$ cat src/crc16_frame_receiver_core_macros.svh
// assertion macros for the crc16 frame receiver
// no dependencies; included by modules that carry assertions
`ifndef CRC16_FRAME_RECEIVER_CORE_MACROS_SVH
`define CRC16_FRAME_RECEIVER_CORE_MACROS_SVH

// same-cycle implication, disabled while in reset
`define CRCFR_ASSERT_SAME(label, clk, rst_n, ante, cons) \
	label: assert property (@(posedge clk) disable iff (!rst_n) (ante) |-> (cons)) \
		else $error("crcfr assertion failed");

// next-cycle implication, disabled while in reset
`define CRCFR_ASSERT_NEXT(label, clk, rst_n, ante, cons) \
	label: assert property (@(posedge clk) disable iff (!rst_n) (ante) |=> (cons)) \
		else $error("crcfr assertion failed");

`endif

$ cat src/crcfr_pkg.sv
// types, constants and the bytewise crc16 update for the frame receiver
// no dependencies
package crcfr_pkg;

	localparam logic [7:0]  HDR_FIRST  = 8'hA5;
	localparam logic [7:0]  HDR_SECOND = 8'h5A;
	localparam logic [7:0]  TAIL_BYTE  = 8'hFF;
	localparam logic [15:0] CRC_INIT   = 16'hFFFF;
	localparam logic [15:0] CRC_POLY   = 16'hA001;

	typedef enum logic [2:0] {
		PH_WAIT_A5   = 3'd0,
		PH_WAIT_5A   = 3'd1,
		PH_LENGTH    = 3'd2,
		PH_COMMAND   = 3'd3,
		PH_PAYLOAD   = 3'd4,
		PH_CRC_HIGH  = 3'd5,
		PH_CRC_LOW   = 3'd6,
		PH_TAIL      = 3'd7
	} phase_t;

	typedef enum logic [2:0] {
		EV_NONE    = 3'd0,
		EV_PAYLOAD = 3'd1,
		EV_ACCEPT  = 3'd2,
		EV_CRCERR  = 3'd3,
		EV_TAILERR = 3'd4
	} event_t;

	// reflected crc16, lsb first, eight fixed shift/xor steps
	function automatic logic [15:0] crc_feed(input logic [15:0] crc, input logic [7:0] b);
		logic [15:0] c;
		c = crc ^ {8'h00, b};
		for (int k = 0; k < 8; k++) begin
			if (c[0]) begin
				c = (c >> 1) ^ CRC_POLY;
			end else begin
				c = c >> 1;
			end
		end
		return c;
	endfunction

endpackage

$ cat src/crc16_frame_receiver_core.sv
// the result of an accepted byte is registered and shows on m_axis in the next cycle
// throughput: one byte per cycle while m_axis is not stalled; the parser state and the
//   bytewise crc update (eight unrolled xor steps) are combinational, so bytes may follow back to back
// one result register: input stalls while a result waits with m_axis_tready low
// reset: arst_n asynchronous, active low; parser waits for A5, crc = FFFF, held bytes zero
// depends on crcfr_pkg and crc16_frame_receiver_core_macros.svh
`include "crc16_frame_receiver_core_macros.svh"

module crc16_frame_receiver_core
	import crcfr_pkg::*;
(
	input  logic        clk,
	input  logic        arst_n,
	// receive byte stream
	input  logic        s_axis_tvalid,
	output logic        s_axis_tready,
	input  logic [7:0]  s_axis_tdata,   // [7:0] rx_byte
	// result stream
	output logic        m_axis_tvalid,
	input  logic        m_axis_tready,
	output logic [31:0] m_axis_tdata,   // [7:0] payload_byte, [15:8] payload_index,
	                                    // [23:16] frame_command, [31:24] frame_length
	output logic [2:0]  m_axis_tuser    // [2:0] event_res
);

	// parser state
	phase_t      phase_q, phase_d;
	logic [7:0]  count_q, count_d;
	logic [7:0]  length_q, length_d;
	logic [7:0]  command_q, command_d;
	logic [15:0] crc_q, crc_d;
	logic [7:0]  crc_high_q, crc_high_d;

	// result of the byte being accepted
	event_t      ev_d;
	logic [7:0]  pbyte_d, pidx_d;

	// result register
	logic        valid_s1;
	event_t      ev_s1;
	logic [7:0]  pbyte_s1, pidx_s1, command_s1, length_s1;

	logic        accept;
	logic [7:0]  b;
	logic [15:0] crc_fed;
	logic [15:0] crc_restart;
	logic [7:0]  count_inc;

	// a new byte enters whenever the result slot is free or being emptied
	assign s_axis_tready = !valid_s1 || m_axis_tready;
	assign accept        = s_axis_tvalid && s_axis_tready;
	assign b             = s_axis_tdata;

	assign crc_fed     = crc_feed(crc_q, b);
	assign crc_restart = crc_feed(CRC_INIT, b);
	assign count_inc   = count_q + 8'd1;

	// next state and result for one byte
	always_comb begin
		phase_d    = phase_q;
		count_d    = count_q;
		length_d   = length_q;
		command_d  = command_q;
		crc_d      = crc_q;
		crc_high_d = crc_high_q;
		ev_d       = EV_NONE;
		pbyte_d    = 8'd0;
		pidx_d     = 8'd0;
		case (phase_q)
			PH_WAIT_A5: begin
				if (b == HDR_FIRST) begin
					phase_d = PH_WAIT_5A;
					count_d = 8'd0;
					crc_d   = crc_restart;
				end
			end
			PH_WAIT_5A: begin
				if (b == HDR_SECOND) begin
					crc_d   = crc_fed;
					phase_d = PH_LENGTH;
				end else if (b == HDR_FIRST) begin
					phase_d = PH_WAIT_5A;
					count_d = 8'd0;
					crc_d   = crc_restart;
				end else begin
					phase_d = PH_WAIT_A5;
				end
			end
			PH_LENGTH: begin
				length_d = b;
				crc_d    = crc_fed;
				phase_d  = PH_COMMAND;
			end
			PH_COMMAND: begin
				command_d = b;
				crc_d     = crc_fed;
				count_d   = 8'd0;
				// empty payload skips straight to the crc bytes
				phase_d   = (length_q == 8'd0) ? PH_CRC_HIGH : PH_PAYLOAD;
			end
			PH_PAYLOAD: begin
				ev_d    = EV_PAYLOAD;
				pbyte_d = b;
				pidx_d  = count_q;
				crc_d   = crc_fed;
				count_d = count_inc;
				if (count_inc == length_q) begin
					phase_d = PH_CRC_HIGH;
				end
			end
			PH_CRC_HIGH: begin
				crc_high_d = b;
				phase_d    = PH_CRC_LOW;
			end
			PH_CRC_LOW: begin
				if ({crc_high_q, b} == crc_q) begin
					phase_d = PH_TAIL;
				end else begin
					ev_d = EV_CRCERR;
					// mismatch byte may itself open a new header
					if (b == HDR_FIRST) begin
						phase_d = PH_WAIT_5A;
						count_d = 8'd0;
						crc_d   = crc_restart;
					end else begin
						phase_d = PH_WAIT_A5;
					end
				end
			end
			PH_TAIL: begin
				if (b == TAIL_BYTE) begin
					ev_d    = EV_ACCEPT;
					phase_d = PH_WAIT_A5;
				end else begin
					ev_d = EV_TAILERR;
					if (b == HDR_FIRST) begin
						phase_d = PH_WAIT_5A;
						count_d = 8'd0;
						crc_d   = crc_restart;
					end else begin
						phase_d = PH_WAIT_A5;
					end
				end
			end
			default: begin
				phase_d = PH_WAIT_A5;
			end
		endcase
	end

	// parser state registers, updated only on an accepted byte
	always_ff @(posedge clk or negedge arst_n) begin
		if (!arst_n) begin
			phase_q    <= PH_WAIT_A5;
			count_q    <= 8'd0;
			length_q   <= 8'd0;
			command_q  <= 8'd0;
			crc_q      <= CRC_INIT;
			crc_high_q <= 8'd0;
		end else if (accept) begin
			phase_q    <= phase_d;
			count_q    <= count_d;
			length_q   <= length_d;
			command_q  <= command_d;
			crc_q      <= crc_d;
			crc_high_q <= crc_high_d;
		end
	end

	// result valid flag
	always_ff @(posedge clk or negedge arst_n) begin
		if (!arst_n) begin
			valid_s1 <= 1'b0;
		end else if (accept) begin
			valid_s1 <= 1'b1;
		end else if (m_axis_tready) begin
			valid_s1 <= 1'b0;
		end
	end

	// result payload, snapshot of held bytes after this byte
	always_ff @(posedge clk) begin
		if (accept) begin
			ev_s1      <= ev_d;
			pbyte_s1   <= pbyte_d;
			pidx_s1    <= pidx_d;
			command_s1 <= command_d;
			length_s1  <= length_d;
		end
	end

	assign m_axis_tvalid = valid_s1;
	assign m_axis_tdata  = {length_s1, command_s1, pidx_s1, pbyte_s1};
	assign m_axis_tuser  = ev_s1;

	// a payload byte always reports a payload event next cycle
	`CRCFR_ASSERT_NEXT(a_payload_event, clk, arst_n,
		accept && phase_q == PH_PAYLOAD, m_axis_tvalid && m_axis_tuser == EV_PAYLOAD)
	// crc high byte is always followed by the crc low phase
	`CRCFR_ASSERT_NEXT(a_crc_high_to_low, clk, arst_n,
		accept && phase_q == PH_CRC_HIGH, phase_q == PH_CRC_LOW)
	// a good tail closes the frame and returns to header search
	`CRCFR_ASSERT_NEXT(a_tail_accept, clk, arst_n,
		accept && phase_q == PH_TAIL && b == TAIL_BYTE,
		phase_q == PH_WAIT_A5 && m_axis_tuser == EV_ACCEPT)
	// non-payload results carry zero byte and index
	`CRCFR_ASSERT_SAME(a_idle_fields_zero, clk, arst_n,
		m_axis_tvalid && m_axis_tuser != EV_PAYLOAD, m_axis_tdata[15:0] == 16'd0)

endmodule
$ cat config.mk
export PLATFORM = sky130hd
export DESIGN_NAME = crc16_frame_receiver_core
export DESIGN_NICKNAME = d
export VERILOG_FILES = /design/src/crcfr_pkg.sv /design/src/crc16_frame_receiver_core.sv
export VERILOG_INCLUDE_DIRS = /design/src /design/src/src
export SDC_FILE = /design/constraint.sdc
export NUM_CORES = 1
export LEC_CHECK = 0
export BUFFER_PORTS_ARGS = -buffer_cell sky130_fd_sc_hd__buf_2
export CORE_MARGIN = 1.5
export CORE_UTILIZATION = 28
export CTS_CLUSTER_DIAMETER = 60
export DETAILED_ROUTE_END_ITERATION = 12
export PLACE_DENSITY = 0.46
export SETUP_SLACK_MARGIN = 0.05
export SYNTH_ARGS = -nofsm -noshare
export SYNTH_HDL_FRONTEND = slang
export SYNTH_SLANG_ARGS = --single-unit
export TNS_END_PERCENT = 5
$ cat constraint.sdc
create_clock -name clk -period 2.6 [get_ports clk]
set_input_delay 0.26 -clock clk [delete_from_list [all_inputs] [get_ports clk]]
set_output_delay 0.26 -clock clk [all_outputs]
set_load 0.05 [all_outputs]
# Word level (Yosys, flattened, before mapping)
# Cells that the tools add are included.
dict set report word_totals {
  reg_bits 87
}
dict set report classes {
  eq_ne 17
  mux 41
  n_bitwise 18
  reduce_logical 13
  n_addsub 1
}
# op count
set ops {}
lappend ops {{2-to-1 mux 16 bit} 20}
lappend ops {{case mux 16 bit (5 select lines)} 1}
lappend ops {{2-to-1 mux 8 bit} 6}
lappend ops {{inverter 2 -> 3 bit} 16}
lappend ops {{case mux 8 bit (6 select lines)} 1}
lappend ops {{case mux 3 bit (8 select lines)} 1}
lappend ops {{== test 16 bit} 1}
lappend ops {{== test 8 bit (second input constant)} 2}
lappend ops {{inverter 8 -> 16 bit} 1}
lappend ops {{XOR 16 x 8 -> 16 bit} 1}
lappend ops {{== test 3 bit (second input constant)} 4}
lappend ops {{2-to-1 mux 3 bit} 4}
lappend ops {{inequality test 2 bit (second input constant)} 5}
lappend ops {{case mux 3 bit (3 select lines)} 1}
lappend ops {{adder 8 x 1 -> 8 bit (second input constant)} 1}
lappend ops {{== test 8 x 7 -> 1 bit (second input constant)} 1}
lappend ops {{== test 8 bit} 1}
lappend ops {{logical NOT 8 bit} 1}
lappend ops {{== test 3 x 2 -> 1 bit (second input constant)} 2}
lappend ops {{nonzero test 6 bit} 1}
lappend ops {{2-to-1 mux 1 bit} 5}
lappend ops {{AND reduction 5 bit} 1}
lappend ops {{nonzero test 5 bit} 1}
lappend ops {{2-to-1 mux 2 bit} 2}
lappend ops {{10 further kinds} 10}

# Logic depth before layout (Yosys ltp)
dict set report logic_depth {
  depth_word 20
  depth_mapped 9
  depth_no_buf 8
}

# Least setup slack after synthesis
# OpenSTA, ideal clock, no wires.
dict set report synth_timing {
  path_kind {register to register}
  from {reg valid_s1, in the netlist m_axis_tvalid}
  to {reg command_s1[0] (enable)}
  t_required_ns 2.187
  slack_ns -0.629
  stages_incl_launch_ff 6
  path_buffers 2
  arrival_time_ns 2.817
  cell_sequence {dfrtp_1 -> nand2b_1 -> nand2_1 -> inv_1 -> buf_1 -> buf_1}
}
dict set report synth_between {
  elab_chain_len 3
}
# item line_no
set synth_lines {}
lappend synth_lines {{start, declared} crc16_frame_receiver_core.sv:39} ;# logic valid_s1;
lappend synth_lines {{start signal, assigned} crc16_frame_receiver_core.sv:173} ;# valid_s1 <= 1'b0;
lappend synth_lines {{start signal, assigned} crc16_frame_receiver_core.sv:175} ;# valid_s1 <= 1'b1;
lappend synth_lines {{start signal, assigned} crc16_frame_receiver_core.sv:177} ;# valid_s1 <= 1'b0;
lappend synth_lines {{logical NOT 1 bit} crc16_frame_receiver_core.sv:50} ;# assign s_axis_tready = !valid_s1 || m_axis_tready;
lappend synth_lines {{logical OR 1 bit} crc16_frame_receiver_core.sv:50}
lappend synth_lines {{named net s_axis_tready} crc16_frame_receiver_core.sv:16} ;# output logic s_axis_tready,
lappend synth_lines {{logical AND 1 bit} crc16_frame_receiver_core.sv:51} ;# assign accept = s_axis_tvalid && s_axis_tready;
lappend synth_lines {{named net accept} crc16_frame_receiver_core.sv:43} ;# logic accept;
lappend synth_lines {{end signal, assigned} crc16_frame_receiver_core.sv:187} ;# command_s1 <= command_d;
lappend synth_lines {{end, declared} crc16_frame_receiver_core.sv:41} ;# logic [7:0] pbyte_s1, pidx_s1, command_s1, length_s1;
# The timed path passes the listed nets, and every way through them passes these cells.
# A chain may end at the register's enable or synchronous reset.

# Worst setup path in the final report
dict set report layout_timing {
  from {reg crc_q[7]}
  to {reg crc_q[2]}
}
dict set report layout_between {
  elab_chain_len 3
}
# item line_no
set layout_lines {}
lappend layout_lines {{start, declared} crc16_frame_receiver_core.sv:31} ;# logic [15:0] crc_q, crc_d;
lappend layout_lines {{start signal, assigned} crc16_frame_receiver_core.sv:165} ;# crc_q <= crc_d;
lappend layout_lines {{== test 16 bit} crc16_frame_receiver_core.sv:116} ;# if ({crc_high_q, b} == crc_q) begin
lappend layout_lines {{inequality test 2 bit (no source line)} -}
lappend layout_lines {{AND reduction 4 bit (no source line)} -}
# No other way between the ends.

==> results by group <==
Synth
  – Synth area leaders: edfxtp_1 (23%), dfrtp_1 (20%), dfstp_2 (9.4%), nand2_1 (6.9%), xnor2_1 (6.4%)
  – Synthesized cell area: roughly 4500 um^2
  – Post-synth top area cell: edfxtp_1
  – Ys async rst share: 0.598
  – Synthesized area per cell: roughly 10 um^2
  – Ys flop type: dfrtp_1
  – Synth cell types: 49
  – Number of synthesized register bits: 87
  – Synth Net Count: about 460
  – Cells after synthesis: 430
  – Count leader, synth: nand2_1
  – Synth top area share: 0.234
  – Synth cell count leaders: nand2_1 (83), o21ai_0 (37), dfrtp_1 (36)
  – Sequential share of the synthesized area: 0.528
  – EDFF count, synth: 35
  – Yosys Warn Count: 0

CTS
  – Clock root cell: clkbuf_16
  – Htree depth: 3
  – Clock Latency Late Sink: 0.34 ns
  – Clock Pin Slew Worst Setup and Hold Paths: around 0.070 ns
  – Sink Count: 87
  – Post-CTS sizing: 0
  – Setup Fix Bufs, Post-CTS: 0
  – TritonCTS clock tree: yes
  – CTS buffer count: 9
  – CTS max path bufs: 2
  – # hold bufs at CTS: 1

Floorplanning
  – Die Ht: ~130 um
  – Die footprint: 16800 um^2
  – Starting Density: 0.285
  – IO Pins: a little under 50
  – Die X: between 100 and 150 um
  – Row cnt: 46
  – Core ar.: between 15000 and 20000 um^2

Global route
  – Vias in the first global route: 3260
  – First-pass GRT wire length: between 15000 and 20000 um
  – Antenna violations before repair: 0
  – GRT overflow: 0
  – Pin count of the biggest net entering global routing: 31
  – Tot GR Track Use: 0.139

Timing
  – Final hold viol count: 0
  – Max Fclk: 418 MHz
  – Min Tclk post-route: 2.39 ns
  – Fin. max-slew vios: 0
  – RSZ-0062 raised after global routing: no
  – Slew @ Worst Pin: 0.541 ns
  – Skew final: approximately 0.0083 ns
  – Slack of the critical path: a little over 0.2 ns
  – Slew headroom: 0.638
  – Tcrit/Tclk final: 0.920
  – Final Setup Violations: 0
  – Setup TNS: 0 ns

Pwr
  – Total leakage power: around 2.3 nW
  – PwrDens: roughly 1100 nW/um^2
  – Worst vdd ir: 449 uV

Worst setup path
  – Critical Path RT: around 2.9 ns
  – Sum of buffers and inverters on the critical path: 0
  – Largest delay contributor family on the critical path: simple AND/OR/NAND/NOR gates
  – CP max FO: 14
  – CP endpoint kind: register
  – CP peak stage delay: approximately 0.54 ns
  – CP Launch Type: register
  – WS Path Type: reg2reg
  – CP cell instances: xnor2_1 -> ha_1 -> and3_1 -> nand4_1 -> or3_4 -> o21a_4 -> and2_4 -> o22a_1
  – Critical Path AT: approximately 2.7 ns
  – Slowest CP cell: dfstp_2

Placement
  – GP Congestion: roughly 0.85
  – Detailed placement HPWL: about 8200 um
  – Pre-CTS worst setup slack: just under 0.2 ns
  – Placed cell area: ~5000 um^2
  – Port bufs: 48
  – Placed cells: ~690

Drt
  – Via density: 4.67
  – Iter 0 DRT Violations: 213
  – Final antenna-violating net count: 0
  – # DRC: 0
  – Via count: 3305
  – TritonRoute pass-1 iters: 4
  – Routed wire length: 11100 um
  – Wire per inst: 15.6 um

Layout
  – Synth-to-layout area growth: 19.2%
  – Fillers: ~1600
  – Antenna fix cells: 0
  – Fin cells: between 700 and 800
  – Layout cells sized above 1: 0.228
  – Final net count: 515
  – Design area: roughly 5400 um^2

Status
  – Outcome: finished, final reports clean

Min path
  – Worst min path class: in2reg

Job
  – Maxcap violations: 0
## metrics by stage
| stage | util | power [mW] | hold WS (ns) |
|---|---|---|---|
| 4_1_cts | 0.340 | 6.18 | 0.125 |
| 3_5_place_dp | 0.320 | 4.81 | 0.137 |
| 6_report | 0.340 | 6.12 | 0.129 |
| 2_1_floorplan | - | 4.20 | -0.0356 |
| 5_1_grt | 0.340 | 6.54 | 0.134 |
| 3_3_place_gp | 0.320 | 4.79 | 0.136 |
## sequential cells by signal (all words and copies together) (netlist names)
name	flops
command_q	8
pbyte_s1	8
crc_high_q	8
length_s1	8
length_q	8
command_s1	8
phase_q	3
m_axis_tvalid	1
count_q	8
m_axis_tuser	3
pidx_s1	8
crc_q	16
## power by group
group / switching, mW / internal [mW]
sequential: 0.367 / 1.98
clock: 0.541 / 0.796
combinational: 1.38 / 1.06
## worst register-to-register path: stages, from the launching register on
cell	delay, ns
dfstp_2	0.54
xnor2_1	0.14
ha_1	0.19
and3_1	0.15
nand4_1	0.12
or3_4	0.44
o21a_4	0.29
and2_4	0.24
o22a_1	0.21
## logic make-up (layout without fill, tap and decap cells)
kind of cell | Yosys count | count (layout) | share of synthesized area
compound gates | 87 | 87 | 0.128
flops | 87 | 87 | 0.528
mux | 8 | 8 | 0.0200
xor+xnor | 44 | 44 | 0.0924
fa+ha+maj | 16 | 16 | 0.0445
buf+inv | 33 | 95 | 0.0295
simple gates | 155 | 155 | 0.158
## area by class of cell
| class | instances | area (um^2) | area share |
|---|---|---|---|
| clock inverter | 5 | 55.1 | 0.0103 |
| multi-input combinational | 310 | 1990 | 0.371 |
| sequential | 87 | 2370 | 0.443 |
| clock buffer | 11 | 253 | 0.0472 |
| inverter | 15 | 56.3 | 0.0105 |
| timing repair buffer | 64 | 363 | 0.0677 |
| tap | 216 | 270 | 0.0504 |
## worst paths after layout
path,endpoint,slack [ns],depth (start not counted),startpoint
worst max-delay path,crc_q[2],0.21,8,crc_q[7]
worst min register to register,command_q[4],0.47,2,command_q[4]
worst max register to register,crc_q[2],0.21,8,crc_q[7]
min in group asynchronous,count_q[0],0.31,2,arst_n
max in group asynchronous,crc_q[3],1.67,3,arst_n
worst min-delay path,m_axis_tvalid,0.13,2,s_axis_tvalid
## routing by layer
layer  track usage  vias up  share of wire
li1              -     1620              -
met4        0.0418        0          0.010
met2         0.219       89           0.46
met5             0        -              0
met3        0.0316       10          0.044
met1         0.190     1586           0.49
## cell usage in the layout, fill, tap and decap left out, types with 3 or more instances in the layout
cell | synthesis | final
and2_1 | 8 | 8
ha_1 | 16 | 16
o21ai_0 | 37 | 37
o22ai_1 | 4 | 4
clkbuf_16 | 0 | 9
mux2_2 | 8 | 8
a31oi_1 | 4 | 4
nor4_1 | 3 | 3
xor2_1 | 8 | 8
buf_4 | 0 | 15
nor2_1 | 24 | 24
o22a_1 | 5 | 5
o31ai_1 | 5 | 5
dfstp_2 | 16 | 16
edfxtp_1 | 35 | 35
a21oi_1 | 10 | 10
nand2b_1 | 5 | 5
or3_1 | 3 | 3
nand4_1 | 6 | 6
a2bb2oi_1 | 8 | 8
xnor2_1 | 33 | 33
buf_2 | 1 | 48
and3_1 | 5 | 5
inv_1 | 15 | 14
nand2_1 | 83 | 83
nand3_1 | 6 | 6
dfrtp_1 | 36 | 36
Power figures use the tool's default switching activity.
